## src/sv/fpgrc_pkg.sv

```systemverilog
// fpgrc_pkg: shared types and codes for the force pad gesture relay controller.
// No dependencies; imported by every module of the block.
`default_nettype none

package fpgrc_pkg;

    localparam int NUM_PADS   = 4;
    localparam int ALPHA_BITS = 9;
    localparam int DEB_BITS   = 16;
    localparam int CFG_IDX_BITS  = 3;
    localparam int CFG_DATA_BITS = 16;

    // Configuration register indexes
    localparam logic [CFG_IDX_BITS-1:0] REG_FILTER_ALPHA = 3'd0;
    localparam logic [CFG_IDX_BITS-1:0] REG_THR_TL       = 3'd1;
    localparam logic [CFG_IDX_BITS-1:0] REG_THR_TR       = 3'd2;
    localparam logic [CFG_IDX_BITS-1:0] REG_THR_BL       = 3'd3;
    localparam logic [CFG_IDX_BITS-1:0] REG_THR_BR       = 3'd4;
    localparam logic [CFG_IDX_BITS-1:0] REG_DEBOUNCE     = 3'd5;

    // Reset values
    localparam logic [ALPHA_BITS-1:0] ALPHA_RESET    = 9'd26;
    localparam logic [ALPHA_BITS-1:0] ALPHA_ONE      = 9'd256;
    localparam logic [7:0]            THR_RESET      = 8'd200;
    localparam logic [DEB_BITS-1:0]   DEBOUNCE_RESET = 16'd50;

    // Activity patterns, bit0 TL, bit1 TR, bit2 BL, bit3 BR
    localparam logic [NUM_PADS-1:0] PAT_LOWER = 4'b0011;
    localparam logic [NUM_PADS-1:0] PAT_RAISE = 4'b1100;

    typedef enum logic
    {
        OP_CALIBRATE = 1'b0,
        OP_FRAME     = 1'b1
    } op_t;

    typedef struct packed
    {
        logic raise_on;
        logic lower_on;
        logic moving;
    } gest_stat_t;

endpackage : fpgrc_pkg

`default_nettype wire

```

## src/sv/force_pad_gesture_relay_control.sv

```systemverilog
// Force pad gesture relay controller, top level.
// Data path: an accepted input word is loaded into the input register, then moved
//   on into the result register, where it is held as the valid result;
//   throughput one word per cycle, set by the single compute pass between the
//   two registers. Stalls only on m_tready low.
// Reset (rst_n, async low): pad stores, timers, relays cleared to zero;
//   config regs to alpha 26, thresholds 200, debounce 50. Depends on fpgrc_pkg.
`default_nettype none

module force_pad_gesture_relay_control #(
    parameter int SAMPLE_BITS = 12,
    parameter int TICK_BITS   = 32
) (
    input  wire logic                                clk,
    input  wire logic                                rst_n,

    // Input stream
    input  wire logic                                s_tvalid,
    output logic                                     s_tready,
    // tdata, low bit up: sample_top_left, sample_top_right, sample_bottom_left,
    // sample_bottom_right, present_mask, now_tick, zero pad
    input  wire logic [((4*SAMPLE_BITS+4+TICK_BITS+7)/8)*8-1:0] s_tdata,
    // tuser: op (0 calibrate, 1 frame)
    input  wire logic                                s_tuser,

    // Result stream
    output logic                                     m_tvalid,
    input  wire logic                                m_tready,
    // tdata, low bit up: raise_relay, lower_relay, motion_seen, pads_active[3:0],
    // filtered_top_left, filtered_top_right, filtered_bottom_left,
    // filtered_bottom_right, zero pad
    output logic      [((4*SAMPLE_BITS+7+7)/8)*8-1:0] m_tdata,

    // Configuration write channel
    input  wire logic                                cfg_valid,
    output logic                                     cfg_ready,
    input  wire logic [fpgrc_pkg::CFG_IDX_BITS-1:0]  cfg_index,
    input  wire logic [fpgrc_pkg::CFG_DATA_BITS-1:0] cfg_data
);
    import fpgrc_pkg::*;

    localparam int OUT_B  = 4*SAMPLE_BITS + 7;
    localparam int OUT_W  = ((OUT_B + 7) / 8) * 8;
    localparam int MASK_LO = 4*SAMPLE_BITS;
    localparam int NOW_LO  = 4*SAMPLE_BITS + 4;

    // ---------------- input register ----------------
    logic                   in_valid_reg;
    op_t                    in_op_reg;
    logic [SAMPLE_BITS-1:0] in_samp_reg [NUM_PADS];
    logic [NUM_PADS-1:0]    in_mask_reg;
    logic [TICK_BITS-1:0]   in_now_reg;

    logic                   out_valid_reg;
    logic [OUT_W-1:0]       out_data_reg, out_data_next;

    // advance: the word in the input register moves into the result register
    logic advance;
    logic step;

    assign advance  = in_valid_reg && (!out_valid_reg || m_tready);
    assign step     = advance;
    assign s_tready = !in_valid_reg || advance;
    assign cfg_ready = 1'b1;

    always_ff @(posedge clk or negedge rst_n)
    begin
        if (!rst_n)
            in_valid_reg <= 1'b0;
        else if (s_tready)
            in_valid_reg <= s_tvalid;
    end

    // payload, no reset needed
    always_ff @(posedge clk)
    begin
        if (s_tready && s_tvalid)
        begin
            in_op_reg <= op_t'(s_tuser);
            for (int i = 0; i < NUM_PADS; i++)
                in_samp_reg[i] <= s_tdata[i*SAMPLE_BITS +: SAMPLE_BITS];
            in_mask_reg <= s_tdata[MASK_LO +: NUM_PADS];
            in_now_reg  <= s_tdata[NOW_LO +: TICK_BITS];
        end
    end

    // ---------------- configuration ----------------
    logic [ALPHA_BITS-1:0]  alpha;
    logic [SAMPLE_BITS-1:0] threshold [NUM_PADS];
    logic [DEB_BITS-1:0]    debounce;

    fpgrc_cfg_regs #(
        .SAMPLE_BITS (SAMPLE_BITS)
    ) u_cfg (
        .clk       (clk),
        .rst_n     (rst_n),
        .cfg_we    (cfg_valid && cfg_ready),
        .cfg_index (cfg_index),
        .cfg_data  (cfg_data),
        .alpha     (alpha),
        .threshold (threshold),
        .debounce  (debounce)
    );

    // ---------------- four pad channels ----------------
    // Each channel updates raw/filtered/baseline and compares in one pass;
    // the stores are written at the same edge the result is registered.
    logic [NUM_PADS-1:0]    act;
    logic [SAMPLE_BITS-1:0] filtered [NUM_PADS];
    logic                   any_present;

    assign any_present = |in_mask_reg;

    for (genvar g = 0; g < NUM_PADS; g++)
    begin : g_pad
        fpgrc_pad #(
            .SAMPLE_BITS (SAMPLE_BITS)
        ) u_pad (
            .clk         (clk),
            .rst_n       (rst_n),
            .step        (step),
            .op          (in_op_reg),
            .present     (in_mask_reg[g]),
            .any_present (any_present),
            .sample      (in_samp_reg[g]),
            .alpha       (alpha),
            .threshold   (threshold[g]),
            .active      (act[g]),
            .filtered    (filtered[g])
        );
    end

    // ---------------- gesture / debounce ----------------
    gest_stat_t stat;

    fpgrc_gesture #(
        .TICK_BITS (TICK_BITS)
    ) u_gesture (
        .clk      (clk),
        .rst_n    (rst_n),
        .step     (step),
        .op       (in_op_reg),
        .act      (act),
        .now_tick (in_now_reg),
        .debounce (debounce),
        .stat     (stat)
    );

    // ---------------- result register ----------------
    always_comb
    begin
        out_data_next = OUT_W'({filtered[3], filtered[2], filtered[1], filtered[0],
                                act, stat.moving, stat.lower_on, stat.raise_on});
    end

    always_ff @(posedge clk or negedge rst_n)
    begin
        if (!rst_n)
            out_valid_reg <= 1'b0;
        else if (!out_valid_reg || m_tready)
            out_valid_reg <= in_valid_reg;
    end

    always_ff @(posedge clk)
    begin
        if (advance)
            out_data_reg <= out_data_next;
    end

    assign m_tvalid = out_valid_reg;
    assign m_tdata  = out_data_reg;

endmodule : force_pad_gesture_relay_control

`default_nettype wire

```

## src/sv/fpgrc_cfg_regs.sv

```systemverilog
// fpgrc_cfg_regs: configuration register file (alpha, four thresholds, debounce).
// Depends on fpgrc_pkg.
`default_nettype none

module fpgrc_cfg_regs #(
    parameter int SAMPLE_BITS = 12
) (
    input  wire logic                                  clk,
    input  wire logic                                  rst_n,
    input  wire logic                                  cfg_we,
    input  wire logic [fpgrc_pkg::CFG_IDX_BITS-1:0]    cfg_index,
    input  wire logic [fpgrc_pkg::CFG_DATA_BITS-1:0]   cfg_data,
    output logic      [fpgrc_pkg::ALPHA_BITS-1:0]      alpha,
    output logic      [SAMPLE_BITS-1:0]                threshold [fpgrc_pkg::NUM_PADS],
    output logic      [fpgrc_pkg::DEB_BITS-1:0]        debounce
);
    import fpgrc_pkg::*;

    logic [ALPHA_BITS-1:0]  alpha_reg;
    logic [SAMPLE_BITS-1:0] thr_reg [NUM_PADS];
    logic [DEB_BITS-1:0]    deb_reg;

    always_ff @(posedge clk or negedge rst_n)
    begin
        if (!rst_n)
        begin
            alpha_reg <= ALPHA_RESET;
            for (int i = 0; i < NUM_PADS; i++)
                thr_reg[i] <= SAMPLE_BITS'(THR_RESET);
            deb_reg <= DEBOUNCE_RESET;
        end
        else if (cfg_we)
        begin
            case (cfg_index)
                REG_FILTER_ALPHA: alpha_reg  <= cfg_data[ALPHA_BITS-1:0];
                REG_THR_TL:       thr_reg[0] <= cfg_data[SAMPLE_BITS-1:0];
                REG_THR_TR:       thr_reg[1] <= cfg_data[SAMPLE_BITS-1:0];
                REG_THR_BL:       thr_reg[2] <= cfg_data[SAMPLE_BITS-1:0];
                REG_THR_BR:       thr_reg[3] <= cfg_data[SAMPLE_BITS-1:0];
                REG_DEBOUNCE:     deb_reg    <= cfg_data[DEB_BITS-1:0];
                default:          ;
            endcase
        end
    end

    assign alpha     = alpha_reg;
    assign threshold = thr_reg;
    assign debounce  = deb_reg;

endmodule : fpgrc_cfg_regs

`default_nettype wire

```

## src/sv/fpgrc_pad.sv

```systemverilog
// fpgrc_pad: one pad channel - raw/filtered/baseline store, Q1.8 filter step,
// and threshold compare. Depends on fpgrc_pkg.
`default_nettype none

module fpgrc_pad #(
    parameter int SAMPLE_BITS = 12
) (
    input  wire logic                              clk,
    input  wire logic                              rst_n,
    input  wire logic                              step,
    input  wire fpgrc_pkg::op_t                    op,
    input  wire logic                              present,
    input  wire logic                              any_present,
    input  wire logic [SAMPLE_BITS-1:0]            sample,
    input  wire logic [fpgrc_pkg::ALPHA_BITS-1:0]  alpha,
    input  wire logic [SAMPLE_BITS-1:0]            threshold,
    output logic                                   active,
    output logic      [SAMPLE_BITS-1:0]            filtered
);
    import fpgrc_pkg::*;

    localparam int PW = SAMPLE_BITS + ALPHA_BITS;

    logic [SAMPLE_BITS-1:0] raw_reg, raw_next;
    logic [SAMPLE_BITS-1:0] filt_reg, filt_next;
    logic [SAMPLE_BITS-1:0] base_reg, base_next;
    logic [ALPHA_BITS-1:0]  alpha_sat;
    logic                   up;
    logic [SAMPLE_BITS-1:0] diff;
    logic [PW-1:0]          prod;
    logic [SAMPLE_BITS-1:0] delta;
    logic [SAMPLE_BITS-1:0] filt_moved;

    // Filter step toward raw, truncated toward zero
    always_comb
    begin
        raw_next   = present ? sample : raw_reg;
        alpha_sat  = alpha[ALPHA_BITS-1] ? ALPHA_ONE : alpha;
        up         = raw_next >= filt_reg;
        diff       = up ? (raw_next - filt_reg) : (filt_reg - raw_next);
        prod       = PW'(diff) * PW'(alpha_sat);
        delta      = prod[SAMPLE_BITS+7:8];
        filt_moved = up ? (filt_reg + delta) : (filt_reg - delta);
    end

    always_comb
    begin
        case (op)
            OP_CALIBRATE:
            begin
                filt_next = raw_next;
                base_next = raw_next;
            end
            OP_FRAME:
            begin
                filt_next = any_present ? filt_moved : filt_reg;
                base_next = base_reg;
            end
            default:
            begin
                filt_next = filt_reg;
                base_next = base_reg;
            end
        endcase
    end

    // baseline - filtered >= threshold, done without a signed subtract
    assign active   = {1'b0, base_next} >= ({1'b0, filt_next} + {1'b0, threshold});
    assign filtered = filt_next;

    always_ff @(posedge clk or negedge rst_n)
    begin
        if (!rst_n)
        begin
            raw_reg  <= '0;
            filt_reg <= '0;
            base_reg <= '0;
        end
        else if (step)
        begin
            raw_reg  <= raw_next;
            filt_reg <= filt_next;
            base_reg <= base_next;
        end
    end

endmodule : fpgrc_pad

`default_nettype wire

```

## src/sv/fpgrc_gesture.sv

```systemverilog
// fpgrc_gesture: raise/lower pattern detect, debounce timers and relay state.
// Depends on fpgrc_pkg.
`default_nettype none

module fpgrc_gesture #(
    parameter int TICK_BITS = 32
) (
    input  wire logic                                clk,
    input  wire logic                                rst_n,
    input  wire logic                                step,
    input  wire fpgrc_pkg::op_t                      op,
    input  wire logic [fpgrc_pkg::NUM_PADS-1:0]      act,
    input  wire logic [TICK_BITS-1:0]                now_tick,
    input  wire logic [fpgrc_pkg::DEB_BITS-1:0]      debounce,
    output fpgrc_pkg::gest_stat_t                    stat
);
    import fpgrc_pkg::*;

    logic                 lower_armed_reg, lower_armed_next;
    logic                 raise_armed_reg, raise_armed_next;
    logic                 lower_on_reg, lower_on_next;
    logic                 raise_on_reg, raise_on_next;
    logic [TICK_BITS-1:0] lower_start_reg, lower_start_next;
    logic [TICK_BITS-1:0] raise_start_reg, raise_start_next;
    logic                 lower_pat, raise_pat;
    logic [TICK_BITS-1:0] lower_elapsed, raise_elapsed;
    logic                 is_frame;

    always_comb
    begin
        is_frame      = (op == OP_FRAME);
        lower_pat     = (act == PAT_LOWER);
        raise_pat     = (act == PAT_RAISE);
        lower_elapsed = now_tick - lower_start_reg;
        raise_elapsed = now_tick - raise_start_reg;

        lower_armed_next = lower_armed_reg;
        raise_armed_next = raise_armed_reg;
        lower_on_next    = lower_on_reg;
        raise_on_next    = raise_on_reg;
        lower_start_next = lower_start_reg;
        raise_start_next = raise_start_reg;

        if (is_frame)
        begin
            if (lower_pat)
            begin
                if (!lower_armed_reg)
                begin
                    lower_armed_next = 1'b1;
                    lower_start_next = now_tick;
                end
                else if (lower_elapsed >= TICK_BITS'(debounce))
                    lower_on_next = 1'b1;
            end
            else if (raise_pat)
            begin
                if (!raise_armed_reg)
                begin
                    raise_armed_next = 1'b1;
                    raise_start_next = now_tick;
                end
                else if (raise_elapsed >= TICK_BITS'(debounce))
                    raise_on_next = 1'b1;
            end
            else
            begin
                lower_armed_next = 1'b0;
                raise_armed_next = 1'b0;
                lower_on_next    = 1'b0;
                raise_on_next    = 1'b0;
                lower_start_next = '0;
                raise_start_next = '0;
            end
        end
    end

    always_comb
    begin
        stat.raise_on = raise_on_next;
        stat.lower_on = lower_on_next;
        stat.moving   = is_frame && (lower_pat || raise_pat);
    end

    always_ff @(posedge clk or negedge rst_n)
    begin
        if (!rst_n)
        begin
            lower_armed_reg <= 1'b0;
            raise_armed_reg <= 1'b0;
            lower_on_reg    <= 1'b0;
            raise_on_reg    <= 1'b0;
            lower_start_reg <= '0;
            raise_start_reg <= '0;
        end
        else if (step)
        begin
            lower_armed_reg <= lower_armed_next;
            raise_armed_reg <= raise_armed_next;
            lower_on_reg    <= lower_on_next;
            raise_on_reg    <= raise_on_next;
            lower_start_reg <= lower_start_next;
            raise_start_reg <= raise_start_next;
        end
    end

endmodule : fpgrc_gesture

`default_nettype wire

```

## config.mk

```make
export PLATFORM = sky130hd
export DESIGN_NAME = force_pad_gesture_relay_control
export DESIGN_NICKNAME = d
export VERILOG_FILES = /design/src/sv/fpgrc_pkg.sv /design/src/sv/force_pad_gesture_relay_control.sv /design/src/sv/fpgrc_cfg_regs.sv /design/src/sv/fpgrc_pad.sv /design/src/sv/fpgrc_gesture.sv
export SDC_FILE = /design/constraint.sdc
export NUM_CORES = 2
export LEC_CHECK = 0
export ABC_AREA = 1
export BUFFER_PORTS_ARGS = -buffer_cell sky130_fd_sc_hd__buf_2
export CAP_MARGIN = 25
export CORE_AREA = 2 2 314 316
export DETAILED_ROUTE_END_ITERATION = 10
export DIE_AREA = 0 0 316 318
export GPL_ROUTABILITY_DRIVEN = 0
export GPL_TIMING_DRIVEN = 0
export PLACE_DENSITY_LB_ADDON = 0.1
export SLEW_MARGIN = 20
export SYNTH_ARGS = -nofsm -noshare
export SYNTH_HDL_FRONTEND = slang
export SYNTH_SLANG_ARGS = --single-unit
```

## constraint.sdc

```tcl
create_clock -name clk -period 27.5 [get_ports clk]
set_clock_uncertainty 0.05 [all_clocks]
set_input_delay 5.5 -clock clk [delete_from_list [all_inputs] [get_ports clk]]
set_output_delay 5.5 -clock clk [all_outputs]
set_load 0.02 [all_outputs]
```

# After elaboration in Yosys (flattened, before gate mapping)
# Memories as Yosys holds them, arrays and structs flattened.
# Index checks and enable logic that the tools add are counted.
classes:
  addsub: 22
  multipliers: 4
  n_lt_le_gt_ge: 10
  n_eq_ne: 10
  mux: 45
  n_bitwise: 2
  reduce_logical: 20
ops:
  columns: ["operator", "n"]
  rows:
  - ["$mux 12", 16]
  - ["$pmux 12 s2", 8]
  - ["$mux 32", 5]
  - ["$sub 12x12->12", 12]
  - ["$mul 12x9->20", 4]
  - ["$ge 32x16->1", 2]
  - ["$sub 32x32->32", 2]
  - ["$add 12x12->13", 4]
  - ["$ge 12x13->1", 4]
  - ["$add 12x12->12", 4]
  - ["$ge 12x12->1", 4]
  - ["$mux 1", 15]
  - ["$reduce_and 2->1", 6]
  - ["$mux 9", 1]
  - ["$reduce_and 4->1", 2]
  - ["$eq 3x2->1 const B", 2]
  - ["$eq 3x3->1 const B", 2]
  - ["$reduce_and 3->1", 2]
  - ["$eq 4x2->1 const B", 1]
  - ["$eq 4x4->1 const B", 1]
  - ["$ne 2x2->1 const B", 2]
  - ["$reduce_or 4->1", 1]
  - ["$eq 3x1->1 const B", 1]
  - ["$logic_and 1x1->1", 3]
  - ["other kinds (5)", 9]
totals:
  ff_bits: 379
  ram_bits: 48
  inputBits: 113
  out_inout_bits: 59
  memories: 1
mem_list:
  columns: ["memory", "words", "width", "rd", "rd_ports_with_merged_regs", "wr", "line", "text"]
  rows:
  - ["in_samp_reg", 4, 12, 4, 0, 4, "force_pad_gesture_relay_control.sv:50", "logic [SAMPLE_BITS-1:0] in_samp_reg [NUM_PADS];"]

# Logic depth before layout (Yosys ltp)
# An unclocked memory read counts as a cell.
logic_depth:
  word_depth: 15
  depth_mapped: 79
  depth_no_buf: 76

# Hierarchy
# Synthesis repeated with hierarchy kept, for this count alone.
unflattened:
  hier_cells: 6288
  hier_area_um2: 46873.7
modules_own_cells:
  columns: ["module", "instances", "cells_per_inst", "area_each_um2", "seq_area_each_um2"]
  rows:
  - ["fpgrc_gesture", 1, 1387, 8541.9, 1701.6]
  - ["fpgrc_pad at g_pad[2].u_pad", 1, 1127, 7948.9, 900.9]
  - ["fpgrc_pad at g_pad[1].u_pad", 1, 1090, 7732.4, 900.9]
  - ["fpgrc_pad at g_pad[3].u_pad", 1, 1100, 7721.2, 900.9]
  - ["fpgrc_pad at g_pad[0].u_pad", 1, 1096, 7694.9, 900.9]
  - ["force_pad_gesture_relay_control", 1, 159, 4332.9, 4254.1]
  - ["fpgrc_cfg_regs", 1, 329, 2901.5, 1849.3]

# Worst setup path before layout
# No wires, ideal clock.
synth_path:
  path_type: "input port to output port"
  from: "input m_tready"
  to: "output s_tready"
  arrival_time_ps: 5753
  slack_ps: 16197
  cell_stages: 2
  n_path_buf: 0
  cell_sequence: "inv_1 -> nand3_1"
synth_between:
  elab_chain_cells: 3
synth_lines:
  columns: ["element", "line", "text"]
  rows:
  - ["start, declared", "force_pad_gesture_relay_control.sv:28", "input wire logic m_tready,"]
  - ["$logic_or 1x1->1", "force_pad_gesture_relay_control.sv:61", "assign advance = in_valid_reg && (!out_valid_reg || m_tready);"]
  - ["$logic_and 1x1->1", "force_pad_gesture_relay_control.sv:61", null]
  - ["$logic_or 1x1->1", "force_pad_gesture_relay_control.sv:63", "assign s_tready = !in_valid_reg || advance;"]
  - ["end, declared", "force_pad_gesture_relay_control.sv:19", "output logic s_tready,"]
# No other way between the ends.

==> impl_metrics.csv <==
group,metric,value,unit
timing,relSlewSlack,16.9,%
finish,syn2layout_area_growth,9.21,%
synth,yosysTopAreaCell,"dfrtp_1",
synth,async_reset_ff_share,67.2,%
clock_network,hold_buffers,0,
synth,syn_avg_cell_area,7.69,sq um
hold_path,worstHoldStart,"g_pad[3].u_pad.raw_reg[2]",
routing,dr.pass1.iters,6,
worst_setup_path,crit_top_cell,"inv_1",
flow_run,cap_violations,0,
hold_path,whs_path_depth,2,
hold_path,hold_path_class,"register to register",
clock_network,cts_sinks,427,
floorplanning,die_area,0.100,sq mm
synth,synth_fp_nets,6765,
global_route,grt_usage,30.3,%
global_route,overflow,0,
routing,totalWireLength,153000,um
clock_network,numCtsBuffers,44,
worst_setup_path,cp_max_fo,10,
routing,antenna_left,0,
global_route,grt_max_degree,90,
synth,yosysUniqueCellTypes,66,
run_status,status,"complete, no violations",
worst_setup_path,reg2reg_to,"u_gesture.lower_start_reg[15]",
clock_network,ctsHtreeMaxLevel,2,
timing,hold_viol,0,
floorplanning,die_h,318,um
finish,drive_above_1_share,7.83,%
global_route,grt_pass1_wl,234000,um
place,portBuffers,165,
worst_setup_path,reg2reg_depth,60,
floorplanning,row_count,115,
floorplanning,core_area,0.0974,sq mm
finish,antenna_cells,0,
global_route,antenna_found_initial,4,
timing,tightest_slew,1.24,ns
routing,drt_iter0_drc,3758,
worst_setup_path,start_kind,"register",
synth,yosys_warnings,0,
timing,rsz0062_at_grt,"no",
place,dp_hpwl,124000,um
worst_setup_path,rrSetupSlack,12.54,ns
timing,fmax,0.0669,GHz
synth,ys.flop_type,"dfrtp_1",
timing,fin_setup_tns,0,ns
synth,synthTopCellsByArea,"dfrtp_1 (15%), ha_1 (13%), fa_1 (13%)",
synth,syn-cell-area,0.0453,sq mm
timing,final-setup-viol-count,0,
routing,vias,40700,
synth,synth-seq-cells,427,
finish,nNetsFinal,6985,
routing,via_per_inst,5.48,
clock_network,path_clk_slew,0.06,ns
floorplanning,boundaryPins,172,
clock_network,root_buffer,"clkbuf_16",
hold_path,min_to,"g_pad[3].u_pad.raw_reg[2]",
worst_setup_path,worstReg2RegStart,"in_mask_reg[2]",
finish,nFillCells,9569,
worst_setup_path,critical_path.slowest_cell,"xor2_1",
synth,synth_edf_count,140,
synth,ys_seq_area_share,25.2,%
clock_network,cts_setup_buffers,0,
clock_network,clk_path_buf_depth,3,
routing,wl_per_cell,20.5,um
routing,route.detailed.drc,0,
worst_setup_path,cp-end-kind,"register",
finish,largest_reg_flops,55,
synth,synth.most_common_cell,"nand2_1",
global_route,grt_pass1_vias,39300,
clock_network,cts.repair.resized,0,
timing,drv_slew,0,
worst_setup_path,critPathArrivalTime,15.40,ns
clock_network,cts_tree,"done",
synth,synth_top_cell_area_share,14.9,%
timing,period_share,54.4,%
timing,period_minus_slack,14.96,ns
synth,synth_common_cells,"nand2_1 (1243), inv_1 (987), nor2_1 (505)",
floorplanning,die_x,316,um
worst_setup_path,worstSetupPathType,"register to register",
synth,postSynthCellCount,5885,
worst_setup_path,max_stage_delay,0.87,ns
clock_network,insertion_delay,0.62,ns
worst_setup_path,critPathRequiredTime,27.94,ns
floorplanning,start_util,46.5,%
==> routing by layer <==
| layer | GRT usage (%) | routed length, um | part of all wire, % | up-vias |
|---|---|---|---|---|
| li1 | - | - | - | 19400 |
| met1 | 43.5 | 68500 | 45 | 19600 |
| met2 | 46.8 | 67300 | 44 | 1429 |
| met3 | 3.98 | 10800 | 7.1 | 248 |
| met4 | 10.4 | 5940 | 3.9 | 2 |
| met5 | 0 | 13 | 0.0085 | - |
==> metrics by stage <==
step	instance area, sq um	std cells	worst slack [ns]	hold WS [ns]	util, %
6_report	49400	7428	12.54	0.430	50.7
5_1_grt	49400	7428	11.92	0.448	50.7
4_1_cts	49400	7424	12.89	0.433	50.7
3_5_place_dp	47800	7342	12.99	0.417	49.1
3_3_place_gp	47700	7337	12.98	0.411	49.0
2_1_floorplan	45300	5885	16.20	0.398	-
==> kinds of logic after synthesis <==
family,share of synthesized area [%]
simple gates,20.6
buf+inv,9.88
compound gates,13.8
fa+ha+maj,26.1
flops,25.2
xor+xnor,4.28
mux,0.0912
other cells,0.0166
==> how the worst max path moves through the flow <==
stage                   startpoint                       endpoint  slack [ns]  depth (start not counted)
floorplan                 m_tready                       s_tready       16.20                          2
global route        in_mask_reg[2]  u_gesture.lower_start_reg[22]       11.92                         65
CTS                 in_mask_reg[2]  u_gesture.lower_start_reg[15]       12.89                         60
detailed placement  in_mask_reg[2]  u_gesture.lower_start_reg[15]       12.99                         60
global placement    in_mask_reg[2]  u_gesture.lower_start_reg[17]       12.98                         59
finish              in_mask_reg[2]  u_gesture.lower_start_reg[15]       12.54                         60
==> layout by cell type, fill, tap and decap left out, types with 162 or more instances in the layout <==
cell type / synthesis / layout
a21oi_1: 356 / 356
nand2_1: 1243 / 1243
o21ai_0: 476 / 476
xor2_1: 162 / 162
ha_1: 473 / 473
inv_1: 987 / 986
dfrtp_1: 269 / 269
nor2_1: 505 / 505
nand3_1: 164 / 164
fa_1: 294 / 294
buf_2: 25 / 189
==> layout make-up <==
| class | count | area (sq um) | area share [%] |
|---|---|---|---|
| Multi-Input combinational cell | 4282 | 29400 | 59.4 |
| Clock buffer | 59 | 1270 | 2.57 |
| Buffer | 158 | 652 | 1.32 |
| Clock inverter | 23 | 267 | 0.539 |
| Tap cell | 1287 | 1610 | 3.26 |
| Inverter | 1018 | 3830 | 7.74 |
| Sequential cell | 427 | 11400 | 23.1 |
| Timing Repair Buffer | 174 | 1010 | 2.05 |
==> worst max-delay path: cells and delay by family (launching register included) <==
| kind | cells | cell delay (ns) |
|---|---|---|
| AOI/OAI and AO/OA | 13 | 4.02 |
| adders and majority gates | 11 | 3.87 |
| and+or+nand+nor | 22 | 2.67 |
| buffers and inverters | 11 | 2.29 |
| xor gates and xnor gates | 3 | 1.33 |
| DFF | 1 | 0.60 |
Power is not shown: default switching activity piles up to over one toggle a cycle in this logic, so the estimate is an artifact.
